## src/hdl/assert_macros.svh

```systemverilog
// Assertion helpers used by the top-level RTL.
`ifndef ASSERT_MACROS_SVH
`define ASSERT_MACROS_SVH

// Check a property on every rising clock edge outside reset.
`define ASSERT_CLK(name, prop, msg) \
  name: assert property (@(posedge clk) disable iff (rst) (prop)) else $error(msg);

// Check that a condition implies a consequence in the same cycle.
`define ASSERT_IMPLY(name, ante, cons, msg) \
  name: assert property (@(posedge clk) disable iff (rst) (ante) |-> (cons)) else $error(msg);

// Check that a condition implies a consequence in the next cycle.
`define ASSERT_NEXT(name, ante, cons, msg) \
  name: assert property (@(posedge clk) disable iff (rst) (ante) |=> (cons)) else $error(msg);

`endif

```

## src/hdl/led_pkg.sv

```systemverilog
package led_pkg;

  localparam int SYM_W        = 8;
  localparam int MODE_W       = 2;
  localparam int DIST_W       = 6;
  localparam int OUT_TDATA_W  = 8;

  localparam logic [MODE_W-1:0] MODE_FIRST  = 2'd0;
  localparam logic [MODE_W-1:0] MODE_SECOND = 2'd1;
  localparam logic [MODE_W-1:0] MODE_DIST   = 2'd2;

  // Commands from the controller to the datapath.
  typedef struct packed {
    logic app_first;
    logic app_second;
    logic take_empty;
    logic init_start;
    logic init_step;
    logic row_start;
    logic cell_step;
    logic launch;
  } led_cmd_t;

  // Status from the datapath to the controller.
  typedef struct packed {
    logic empty;
    logic last_col;
    logic last_row;
  } led_sts_t;

endpackage

```

## src/hdl/led_dpath.sv

```systemverilog
module led_dpath #(
  parameter int MAX_LEN = 32
) (
  input  logic                           clk,
  input  logic                           rst,
  input  led_pkg::led_cmd_t              cmd,
  input  logic [led_pkg::SYM_W-1:0]      symbol,
  output led_pkg::led_sts_t              sts,
  output logic [led_pkg::DIST_W-1:0]     distance,
  output logic                           overflow
);
  import led_pkg::*;

  localparam int CW = $clog2(MAX_LEN + 1);
  localparam int AW = (MAX_LEN > 1) ? $clog2(MAX_LEN) : 1;
  localparam int DW = (CW > DIST_W) ? CW : DIST_W;

  logic [SYM_W-1:0] first_mem  [MAX_LEN];
  logic [SYM_W-1:0] second_mem [MAX_LEN];
  logic [CW-1:0]    cost_mem   [MAX_LEN+1];

  logic [CW-1:0]    n1;
  logic [CW-1:0]    n2;
  logic             truncated;
  logic [CW-1:0]    i;
  logic [CW-1:0]    j;
  logic [CW-1:0]    im1;
  logic [CW-1:0]    jp1;
  logic [CW-1:0]    left;
  logic [CW-1:0]    diag;
  logic [CW-1:0]    above;
  logic [CW-1:0]    result;
  logic [SYM_W-1:0] a_sym;
  logic [SYM_W-1:0] b_sym;
  logic [CW:0]      up_cost;
  logic [CW:0]      left_cost;
  logic [CW:0]      diag_cost;
  logic [CW:0]      min_ab;
  logic [CW:0]      min_all;
  logic [CW-1:0]    cell_cost;
  logic [DW-1:0]    dist_ext;
  logic             b_rd;
  logic [AW-1:0]    b_addr;
  logic [CW-1:0]    c_addr;

  assign im1 = i - 1'b1;
  assign jp1 = j + 1'b1;

  assign sts.empty    = (n1 == '0) || (n2 == '0);
  assign sts.last_col = (j == n2);
  assign sts.last_row = (i == n1);

  // Cell update: min of above+1, left+1, diag+mismatch.
  assign up_cost   = {1'b0, above} + 1'b1;
  assign left_cost = {1'b0, left} + 1'b1;
  assign diag_cost = {1'b0, diag} + ((a_sym != b_sym) ? 1'b1 : 1'b0);
  assign min_ab    = (up_cost < left_cost) ? up_cost : left_cost;
  assign min_all   = (min_ab < diag_cost) ? min_ab : diag_cost;
  assign cell_cost = min_all[CW-1:0];

  assign dist_ext = DW'(result);

  // Prefetch the next column while the current cell is written.
  assign b_rd   = cmd.row_start || (cmd.cell_step && !sts.last_col);
  assign b_addr = cmd.row_start ? '0 : j[AW-1:0];
  assign c_addr = cmd.row_start ? CW'(1) : jp1;

  always_ff @(posedge clk) begin
    if (cmd.app_first && (n1 < CW'(MAX_LEN))) begin
      first_mem[n1[AW-1:0]] <= symbol;
    end
    if (cmd.app_second && (n2 < CW'(MAX_LEN))) begin
      second_mem[n2[AW-1:0]] <= symbol;
    end
    if (cmd.row_start) begin
      a_sym <= first_mem[im1[AW-1:0]];
    end
    if (b_rd) begin
      b_sym <= second_mem[b_addr];
      above <= cost_mem[c_addr];
    end
    if (cmd.init_step) begin
      cost_mem[j] <= j;
    end else if (cmd.cell_step) begin
      cost_mem[j] <= cell_cost;
    end
  end

  always_ff @(posedge clk) begin
    if (cmd.init_start) begin
      i <= CW'(1);
      j <= CW'(1);
    end else if (cmd.init_step) begin
      j <= jp1;
    end else if (cmd.row_start) begin
      j    <= CW'(1);
      diag <= im1;
      left <= i;
    end else if (cmd.cell_step) begin
      left   <= cell_cost;
      diag   <= above;
      result <= cell_cost;
      if (sts.last_col) begin
        i <= i + 1'b1;
      end else begin
        j <= jp1;
      end
    end else if (cmd.take_empty) begin
      result <= n1 | n2;
    end
    if (cmd.launch) begin
      distance <= dist_ext[DIST_W-1:0];
      overflow <= truncated;
    end
  end

  always_ff @(posedge clk) begin
    if (rst) begin
      n1        <= '0;
      n2        <= '0;
      truncated <= 1'b0;
    end else if (cmd.launch) begin
      n1        <= '0;
      n2        <= '0;
      truncated <= 1'b0;
    end else begin
      if (cmd.app_first) begin
        if (n1 < CW'(MAX_LEN)) begin
          n1 <= n1 + 1'b1;
        end else begin
          truncated <= 1'b1;
        end
      end
      if (cmd.app_second) begin
        if (n2 < CW'(MAX_LEN)) begin
          n2 <= n2 + 1'b1;
        end else begin
          truncated <= 1'b1;
        end
      end
    end
  end

endmodule

```

## src/hdl/led_ctrl.sv

```systemverilog
module led_ctrl (
  input  logic                        clk,
  input  logic                        rst,
  input  logic                        in_valid,
  input  logic [led_pkg::MODE_W-1:0]  mode,
  output logic                        in_ready,
  output logic                        out_valid,
  input  logic                        out_ready,
  input  led_pkg::led_sts_t           sts,
  output led_pkg::led_cmd_t           cmd
);
  import led_pkg::*;

  typedef enum logic [4:0] {
    ST_IDLE = 5'b00001,
    ST_INIT = 5'b00010,
    ST_ROW  = 5'b00100,
    ST_CELL = 5'b01000,
    ST_HOLD = 5'b10000
  } state_t;

  state_t state;
  state_t state_next;
  logic   in_fire;

  assign in_ready = (state == ST_IDLE);
  assign in_fire  = in_valid && in_ready;

  always_comb begin
    state_next = state;
    cmd        = '0;
    unique case (state)
      ST_IDLE: begin
        if (in_fire) begin
          unique case (mode)
            MODE_FIRST:  cmd.app_first  = 1'b1;
            MODE_SECOND: cmd.app_second = 1'b1;
            MODE_DIST: begin
              if (sts.empty) begin
                cmd.take_empty = 1'b1;
                state_next     = ST_HOLD;
              end else begin
                cmd.init_start = 1'b1;
                state_next     = ST_INIT;
              end
            end
            default: ;
          endcase
        end
      end
      ST_INIT: begin
        cmd.init_step = 1'b1;
        if (sts.last_col) begin
          state_next = ST_ROW;
        end
      end
      ST_ROW: begin
        cmd.row_start = 1'b1;
        state_next    = ST_CELL;
      end
      ST_CELL: begin
        cmd.cell_step = 1'b1;
        if (sts.last_col) begin
          state_next = sts.last_row ? ST_HOLD : ST_ROW;
        end
      end
      ST_HOLD: begin
        // wait for the output register to free up
        if (!out_valid || out_ready) begin
          cmd.launch = 1'b1;
          state_next = ST_IDLE;
        end
      end
      default: state_next = ST_IDLE;
    endcase
  end

  always_ff @(posedge clk) begin
    if (rst) begin
      state     <= ST_IDLE;
      out_valid <= 1'b0;
    end else begin
      state <= state_next;
      if (cmd.launch) begin
        out_valid <= 1'b1;
      end else if (out_ready) begin
        out_valid <= 1'b0;
      end
    end
  end

endmodule

```

## src/hdl/levenshtein_edit_distance.sv

```systemverilog
// Append beats (mode 0 and 1) are taken one per cycle while the controller is idle.
// A distance beat with both strings non-empty returns its result after a sweep of
// the single cost-row memory, one matrix cell per cycle; if a string is empty, the
// sweep is skipped.
// No new beat is taken during the sweep. Synchronous reset clears counts,
// overflow flag, controller state and output valid; memories keep contents.
`include "assert_macros.svh"

module levenshtein_edit_distance #(
  parameter int MAX_LEN = 32
) (
  input  logic       clk,
  input  logic       rst,
  input  logic       s_axis_tvalid,
  output logic       s_axis_tready,
  input  logic [7:0] s_axis_tdata,   // [7:0] symbol
  input  logic [1:0] s_axis_tuser,   // [1:0] mode
  output logic       m_axis_tvalid,
  input  logic       m_axis_tready,
  output logic [7:0] m_axis_tdata,   // [5:0] distance, [7:6] zero
  output logic [0:0] m_axis_tuser    // [0] overflow
);
  import led_pkg::*;

  led_cmd_t          cmd;
  led_sts_t          sts;
  logic [DIST_W-1:0] distance;
  logic              overflow;
  logic [3:0]        sweep_cmd;
  logic              busy_cmd;
  logic [DIST_W-1:0] out_dist;

  led_ctrl u_ctrl (
    .clk       (clk),
    .rst       (rst),
    .in_valid  (s_axis_tvalid),
    .mode      (s_axis_tuser),
    .in_ready  (s_axis_tready),
    .out_valid (m_axis_tvalid),
    .out_ready (m_axis_tready),
    .sts       (sts),
    .cmd       (cmd)
  );

  led_dpath #(
    .MAX_LEN (MAX_LEN)
  ) u_dpath (
    .clk      (clk),
    .rst      (rst),
    .cmd      (cmd),
    .symbol   (s_axis_tdata),
    .sts      (sts),
    .distance (distance),
    .overflow (overflow)
  );

  assign m_axis_tdata = {{(OUT_TDATA_W-DIST_W){1'b0}}, distance};
  assign m_axis_tuser = overflow;

  assign sweep_cmd = {cmd.init_step, cmd.row_start, cmd.cell_step, cmd.launch};
  assign busy_cmd  = cmd.cell_step || cmd.init_step || cmd.row_start;
  assign out_dist  = m_axis_tdata[DIST_W-1:0];

  `ASSERT_NEXT(a_launch_valid, cmd.launch, m_axis_tvalid, "result launch did not raise valid")
  `ASSERT_CLK(a_cmd_excl, $onehot0(sweep_cmd), "sweep commands overlap")
  `ASSERT_IMPLY(a_no_accept_busy, s_axis_tready, !busy_cmd, "input accepted during sweep")
  `ASSERT_IMPLY(a_dist_range, m_axis_tvalid, int'(out_dist) <= MAX_LEN, "distance above limit")

endmodule
```

## config.mk

```make
export PLATFORM = sky130hd
export DESIGN_NAME = levenshtein_edit_distance
export DESIGN_NICKNAME = d
export VERILOG_FILES = /design/src/hdl/led_pkg.sv /design/src/hdl/led_dpath.sv /design/src/hdl/led_ctrl.sv /design/src/hdl/levenshtein_edit_distance.sv
export VERILOG_INCLUDE_DIRS = /design/src /design/src/hdl
export SDC_FILE = /design/constraint.sdc
export NUM_CORES = 1
export LEC_CHECK = 0
export BUFFER_PORTS_ARGS = -buffer_cell sky130_fd_sc_hd__buf_2
export CORE_ASPECT_RATIO = 0.75
export CORE_MARGIN = 2
export CORE_UTILIZATION = 30
export CTS_BUF_LIST = sky130_fd_sc_hd__clkbuf_16
export DETAILED_ROUTE_END_ITERATION = 12
export PLACE_DENSITY = 0.51
export SLEW_MARGIN = 25
export SYNTH_ARGS = -nofsm -noshare
export SYNTH_HDL_FRONTEND = slang
export SYNTH_SLANG_ARGS = --single-unit
```

## constraint.sdc

```tcl
create_clock -name clk -period 5.1 [get_ports clk]
set_input_delay 0.765 -clock clk [delete_from_list [all_inputs] [get_ports clk]]
set_output_delay 0.765 -clock clk [all_outputs]
set_load 0.02 [all_outputs]
```

==> metrics.md, run 1 <==
| Metric | Value |
|---|---|
| Post-route minimum period | ~4.7 ns |
| Final worst slack | 0.412 ns |
| Clock transition at the registers of the reported paths | 0.06 ns |
| Die boundary height | roughly 290 microns |
| Fraction of the yosys area taken by sequential cells | 0.716 |
| R2R Setup Slk | ~0.41 ns |
| Number of filler cells placed in the layout | between 10000 and 15000 |
| Wire length of the first global-routing pass | 126000 microns |
| Sequential cell fraction of total power | 0.500 |
| Leakage power summed over all cells | between 10 and 15 nW |
| Largest delay contributor family on the critical path | compound AO/OA/AOI/OAI gates |
| Final Hold Vio Count | 0 |
| # clock sinks | 788 |
| Type of the worst setup path | reg2reg |
| Initial antenna violation count | 2 |
| First-pass detailed-route iteration total | 5 |
| RSZ-0062 raised after global routing | no |
| Share of synthesized flip-flops with an asynchronous set or reset | 0 |
| Worst setup path start | u_dpath.left[0]$_DFFE_PP_ |
| Final setup violation count | 0 |
| Pins over their slew limit | 0 |
| Most frequent cells in the layout | 757 x sky130_fd_sc_hd__edfxtp_1, 356 x sky130_fd_sc_hd__nand2_1, 174 x sky130_fd_sc_hd__nand3_1, 147 x sky130_fd_sc_hd__nor2_1, 83 x sky130_fd_sc_hd__clkbuf_16 |
| Flip-flop and latch count after synthesis | slightly below 800 |
| Post-Synthesis Cell Area | 32600 sq um |
| Standard cell area after detailed placement | approximately 35000 sq um |
| Non-Filler Cell Area, Final | roughly 37000 sq um |
| Proportion of layout cells with a drive suffix above 1 | 0.144 |
| Maximum number of pins on one net before global-route repair | 87 |
| Number of buffer and inverter stages on the critical path | 3 |
| Worst rel slew slack | 0.273 |
| Violation count after the first detailed-route iteration | 1850 |
| Initial cell density of the core | 0.303 |
| CP Launch Type | register |
| Critical path peak fanout | 33 |
| Total number of vias | 19400 |
| Synthesized netlist cell count | 2283 |
| Commonest non-fill, non-tap cell in the layout | sky130_fd_sc_hd__edfxtp_1 |
| Gate power share | 0.092 |
| Clock tree buffer depth | 3 |
| Port Buf Inserts | 22 |
| Number of warning messages in the yosys log | 0 |
| Number of library cell types mapped by synthesis | 66 |
| Transition at the pin with the smallest max-transition slack | approximately 1.1 ns |
| Dpl hpwl | 52000 microns |
| Number of violations of the max-capacitance limit | 0 |
| Global-route usage over all layers | 0.151 |
| Top Ports | 25 |
| Library cell used as clock root buffer | sky130_fd_sc_hd__clkbuf_16 |
| Sum of negative setup slack | 0 ns |
| Flip-flop cell with the highest count after synthesis | sky130_fd_sc_hd__edfxtp_1 |
| Weighted congestion reported at the end of routability-driven placement | 0.823 |
| Final worst clock skew | 0.0280 ns |
| Power Internal | 10.9 mW |
| Required time at the endpoint of the critical path | 5.47 ns |
| Class of the most critical hold timing path | reg2reg |
| TritonCTS clock tree | built |
| Net switching power of the design | 3.49 mW |
| Cell Pwr Density | 385 nW/um^2 |
| Startpoint of the worst register-to-register path | u_dpath.left[0]$_DFFE_PP_ |
| Switching share of total power | 0.243 |
| Horizontal die dimension | 385 microns |
| Hold path startpoint | u_dpath.dist_ext[4]$_DFFE_PP_ |
| Avg WL per Cell | 22.2 microns |
| Arrival time worst endpoint | 5.06 ns |
| Total of hold buffers inserted after clock tree synthesis | 0 |
| Clock insertion delay at the later pin of the skew report | 0.66 ns |
| Top achievable clock speed | approximately 210 MHz |
| Reg2reg end | u_dpath.cost_mem[19][4]$_DFFE_PP_ |
| Number of enable flip-flop cells after synthesis | roughly 760 |
| Ordered cell list for the critical path | ha_1, xnor2_1, ha_1, a21oi_1, o21ai_2, a221oi_4, o21ai_2, nor2_1, a21oi_1, ha_1, a21o_1, a21o_1, a21oi_1, o21ai_0, inv_1, a41o_1, buf_4, mux2i_1, o21ai_2, buf_4 |
| Core Rows | 104 |
| Relative contribution of the clock network to total power | 0.407 |
| Setup Slack @ Placement | 0.373 ns |
| Worst ir drop on vdd | 0.000226 V |
| Synthesized area divided by synthesized cell count | 14.3 sq um |
| Number of cell instances on the worst register-to-register path | 20 |
| Final net count | 2360 |
| Critical Path Stages | 20 |
| CP peak stage delay | a little over 0.5 ns |
| Sort of element at the end of the critical path | register |
| Die Footprint | 111000 sq um |
| Area of the core | 108000 sq um |
| Count of H-tree levels built during CTS | 3 |
| Area delta synth->final | 14.3% |
| Inserted Clock Buffers | 80 |
| Status | completed |
| Critical Path Slowest Stage Cell | sky130_fd_sc_hd__mux2i_1 |
| Vias in the first global route | just under 20000 |
| DRC violations left | 0 |
| Portion of the clock cycle consumed by the worst path in the final layout | 0.919 |
| Total gr overflow | 0 |
| DRT antenna net count | 0 |
| Detailed-route vias per instance | ~5.1 |
| CP Capture Point | u_dpath.cost_mem[19][4]$_DFFE_PP_ |
| Total wire length after detailed routing | around 85000 microns |
| ANT cells | 0 |
-- Yosys cell counts (all sizes together), types with 4 or more instances --
library cell / instances / share of area
a211oi: 5 / 0.0012
a21o: 4 / 0.00092
a21oi: 64 / 0.0098
a311o: 4 / 0.0012
a311oi: 6 / 0.0016
a31oi: 42 / 0.0081
and3: 14 / 0.0027
buf: 40 / 0.0059
clkbuf: 108 / 0.012
dfxtp: 31 / 0.019
edfxtp: 757 / 0.70
ha: 26 / 0.010
inv: 22 / 0.0025
mux2: 14 / 0.0052
mux2i: 26 / 0.0080
mux4: 72 / 0.050
nand2: 359 / 0.041
nand3: 176 / 0.027
nand3b: 10 / 0.0023
nand4: 6 / 0.0012
nor2: 148 / 0.017
nor2b: 7 / 0.0013
nor3: 4 / 0.00061
nor4: 8 / 0.0015
o211ai: 66 / 0.015
o21ai: 68 / 0.011
o221ai: 24 / 0.0064
o22ai: 5 / 0.00096
or2: 6 / 0.0011
or3: 69 / 0.013
or3b: 5 / 0.0013
xnor2: 19 / 0.0053
xor2: 37 / 0.010
-- through the flow --
stage / util / power, mW / hold WS, ns / std cells
after floorplan: - / 8.10 / 0.400 / 2284
after global placement: 0.322 / 8.63 / 0.436 / 3669
after detailed placement: 0.323 / 8.65 / 0.410 / 3669
after CTS: 0.347 / 14.5 / 0.385 / 3815
after global routing: 0.347 / 14.9 / 0.403 / 3815
final: 0.347 / 14.4 / 0.428 / 3815
-- sequential cells by signal (all words and copies together) (netlist names) --
signal and flops:
u_dpath.n1 6, u_dpath.truncated 1, u_dpath.b_sym 8, u_dpath.j 6
u_dpath.n2 6, u_dpath.a_sym 8, u_dpath.second_mem 256, u_dpath.overflow 1
u_ctrl.out_valid 1, u_dpath.i 6, u_dpath.first_mem 256, u_ctrl.state 5
u_dpath.left 6, u_dpath.dist_ext 6, u_dpath.cost_mem 198, u_dpath.distance 6
u_dpath.diag 6, u_dpath.above 6
-- worst min-delay path by stage --
stage	to	slack (ns)	cells after the start
after detailed placement	u_dpath.distance[4]$_DFFE_PP_	0.41	0
after global placement	u_dpath.distance[0]$_DFFE_PP_	0.44	0
final	u_dpath.distance[4]$_DFFE_PP_	0.43	0
after floorplan	u_dpath.distance[0]$_DFFE_PP_	0.40	0
after global routing	u_ctrl.state[4]$_SDFFE_PP0P_	0.40	2
after CTS	u_ctrl.out_valid$_SDFFE_PP0P_	0.38	2
-- layer usage --
metal  up-vias  global-route usage  wire (microns)
met5         -                   0               0
met4         0              0.0332            1430
met3       113              0.0313            5670
met2       592               0.217           35800
met1      9991               0.233           41800
li1       8744                   -               -
-- what timing repair did --
action	4_1_cts	5_1_grt
gates resized for setup	0	1
endpoints found under the setup margin	0	12
buffers inserted	0	0
endpoints found under the hold margin	0	0
-- power groups by stage --
stage          clock network, mW  logic (mW)  registers [mW]
5_1_grt                     6.28        1.44            7.18
3_3_place_gp                   0        1.31            7.32
6_report                    5.85        1.32            7.18
2_1_floorplan                  0       0.811            7.29
3_5_place_dp                   0        1.33            7.32
4_1_cts                     6.00        1.33            7.18
-- cell type report --
cell class / count / area (sq um) / share of cell area
Timing Repair Buffer: 102 / 773 / 0.0207
Clock buffer: 83 / 2080 / 0.0557
Multi-Input combinational cell: 1326 / 8700 / 0.233
Sequential cell: 788 / 23400 / 0.626
Inverter: 22 / 82.6 / 0.00221
Clock inverter: 63 / 533 / 0.0143
Tap cell: 1431 / 1790 / 0.0480
-- cells by family (layout without fill, tap and decap cells) --
kind of cell	after synthesis	count (layout)	synth area share
xor+xnor	56	56	0.0155
simple gates	827	827	0.115
fa+ha+maj	26	26	0.00997
other cells	1	2	0.000115
buf+inv	170	270	0.0209
compound gates	303	303	0.0605
flops	788	788	0.716
mux	112	112	0.0628
Power figures use the tool's default switching activity.
==> run 2: changes to the inputs <==
--- a/config.mk
+++ b/config.mk
@@ -6,13 +6,14 @@
 export SDC_FILE = /design/constraint.sdc
 export NUM_CORES = 1
 export LEC_CHECK = 0
+export ABC_CLOCK_PERIOD_IN_PS = 5100
 export BUFFER_PORTS_ARGS = -buffer_cell sky130_fd_sc_hd__buf_2
 export CORE_ASPECT_RATIO = 0.75
 export CORE_MARGIN = 2
-export CORE_UTILIZATION = 30
+export CORE_UTILIZATION = 57
 export CTS_BUF_LIST = sky130_fd_sc_hd__clkbuf_16
 export DETAILED_ROUTE_END_ITERATION = 12
-export PLACE_DENSITY = 0.51
+export PLACE_DENSITY = 0.82
 export SLEW_MARGIN = 25
 export SYNTH_ARGS = -nofsm -noshare
 export SYNTH_HDL_FRONTEND = slang
==> run 2 against run 1 <==
  * Critical path depth fell by 1
  * Via count rose by 2.4%
  * Die area fell by 47%
  * Sequential power barely moved
  * Wire length fell by 12%
  * Sequential share of layout area rose by 2.5 points
  * Largest cell class unchanged
==> metrics.md, run 2 (synthesis results as in run 1) <==
| Metric | Value |
|---|---|
| Initial cell density of the core | 0.580 |
| Worst ir drop on vdd | 0.000317 V |
| Avg WL per Cell | roughly 24 microns |
| Total of hold buffers inserted after clock tree synthesis | 0 |
| Top Ports | 25 |
| Total gr overflow | 0 |
| # clock sinks | slightly below 800 |
| Horizontal die dimension | 280 microns |
| Clock tree buffer depth | 3 |
| Critical Path Slowest Stage Cell | sky130_fd_sc_hd__mux2i_1 |
| Maximum number of pins on one net before global-route repair | 73 |
| Final Hold Vio Count | 0 |
| Core Rows | 75 |
| Final setup violation count | 0 |
| Most frequent cells in the layout | 757 x sky130_fd_sc_hd__edfxtp_1, 356 x sky130_fd_sc_hd__nand2_1, 174 x sky130_fd_sc_hd__nand3_1, 147 x sky130_fd_sc_hd__nor2_1, 76 x sky130_fd_sc_hd__clkbuf_16 |
| Global-route usage over all layers | 0.256 |
| Status | completed |
| CP Launch Type | register |
| Weighted congestion reported at the end of routability-driven placement | 0.933 |
| Total wire length after detailed routing | 74800 microns |
| Port Buf Inserts | 22 |
| Violation count after the first detailed-route iteration | 2916 |
| Number of buffer and inverter stages on the critical path | 2 |
| Proportion of layout cells with a drive suffix above 1 | 0.125 |
| Final net count | 2324 |
| Count of H-tree levels built during CTS | 3 |
| Total number of vias | 19900 |
| CP peak stage delay | 0.58 ns |
| Pins over their slew limit | 0 |
| Dpl hpwl | 45200 microns |
| TritonCTS clock tree | built |
| Sort of element at the end of the critical path | register |
| Number of cells in the design after placement | ~2900 |
| Sum of negative setup slack | 0 ns |
| Number of cells in the finished layout apart from fillers | 3077 |
| Number of gates resized after cts | 0 |
| Power consumption | 13.7 mW |
| DRT antenna net count | 0 |
| RSZ-0062 raised after global routing | no |
| Clock transition at the registers of the reported paths | 0.06 ns |
| Top achievable clock speed | ~210 MHz |
| Standard cell area after detailed placement | 33600 sq um |
| Die Footprint | 59200 sq um |
| Area of the core | 56300 sq um |
| Non-Filler Cell Area, Final | 35900 sq um |
| Setup Slack @ Placement | 0.307 ns |
| Final Util | 0.637 |
| Detailed-route vias per instance | around 6.5 |
| Number of buffers inserted by post-CTS setup repair | 0 |
| Inserted Clock Buffers | 74 |
| Area delta synth->final | 9.89% |
| Final worst clock skew | roughly 0.03 ns |
| Hold_ws | around 0.40 ns |
| First-pass detailed-route iteration total | 6 |
| Largest delay contributor family on the critical path | compound AO/OA/AOI/OAI gates |
| Commonest non-fill, non-tap cell in the layout | sky130_fd_sc_hd__edfxtp_1 |
| DRC violations left | 0 |
| Library cell used as clock root buffer | sky130_fd_sc_hd__clkbuf_16 |
| Portion of the clock cycle consumed by the worst path in the final layout | 0.944 |
| Post-route minimum period | 4.81 ns |
| Type of the worst setup path | reg2reg |
| Initial antenna violation count | 4 |
| Arrival time worst endpoint | between 5 and 6 ns |
| Class of the most critical hold timing path | in2reg |
| Required time at the endpoint of the critical path | ~5.4 ns |
| Vias in the first global route | around 20000 |
| Cell Pwr Density | 382 nW/um^2 |
| Wire length of the first global-routing pass | between 100000 and 150000 microns |
| Clock insertion delay at the later pin of the skew report | 0.63 ns |
| Critical path peak fanout | 33 |
| Leakage power summed over all cells | approximately 12 nW |
| Worst rel slew slack | 0.294 |
| Number of violations of the max-capacitance limit | 0 |
| Die boundary height | 211 microns |
| Ordered cell list for the critical path | ha_1, xnor2_1, ha_1, a21oi_1, o21ai_2, a221oi_4, o21ai_2, nor2_1, a21oi_1, ha_1, a21o_1, a21o_1, a21oi_1, o21ai_0, inv_1, a41o_1, mux2i_1, o21ai_2, buf_4 |
| Final worst slack | 0.288 ns |
| Transition at the pin with the smallest max-transition slack | ~1.1 ns |
[run 2: cell types whose count changed in the layout (fill, tap and decap cells not counted), moves of 3 or more]
cell and change:
sky130_fd_sc_hd__clkinv_1 +10, sky130_fd_sc_hd__clkbuf_16 -7, sky130_fd_sc_hd__buf_4 -27, sky130_fd_sc_hd__buf_12 -3
sky130_fd_sc_hd__clkinv_2 -7, sky130_fd_sc_hd__bufinv_16 -3
[run 2: worst paths after layout]
path	startpoint	endpoint	slack, ns	depth (start not counted)
setup / recovery	u_dpath.left[0]$_DFFE_PP_	u_dpath.cost_mem[4][4]$_DFFE_PP_	0.29	19
hold / removal	rst	u_ctrl.state[3]$_SDFFE_PP0P_	0.40	2
setup reg to reg	u_dpath.left[0]$_DFFE_PP_	u_dpath.cost_mem[4][4]$_DFFE_PP_	0.29	19
hold reg to reg	u_dpath.dist_ext[2]$_DFFE_PP_	u_dpath.distance[2]$_DFFE_PP_	0.48	0
[run 2: cell type report]
| cell class | instances | area [sq um] |
|---|---|---|
| flip-flops and latches | 788 | 23400 |
| fillers | 3777 | 20400 |
| multi-input cells | 1326 | 8690 |
| clock buffers | 76 | 1900 |
| well taps | 731 | 915 |
| repair buffers | 72 | 510 |
| clock inverters | 61 | 400 |
| inverters | 22 | 82.6 |
| diodes | 1 | 2.50 |
[run 2: power breakdown]
| part | switching, mW | total (mW) | internal (mW) |
|---|---|---|---|
| Combinational | 0.881 | 1.28 | 0.395 |
| Sequential | 0.0403 | 7.17 | 7.13 |
| Clock | 2.34 | 5.25 | 2.91 |
| Total | 3.26 | 13.7 | 10.4 |
[run 2: metal layers]
metal / track usage / vias up / part of all wire
li1: - / 8661 / -
met1: 0.375 / 9780 / 0.40
met2: 0.385 / 1300 / 0.45
met3: 0.0657 / 156 / 0.12
met4: 0.0727 / 6 / 0.024
met5: 0 / - / 0.00055
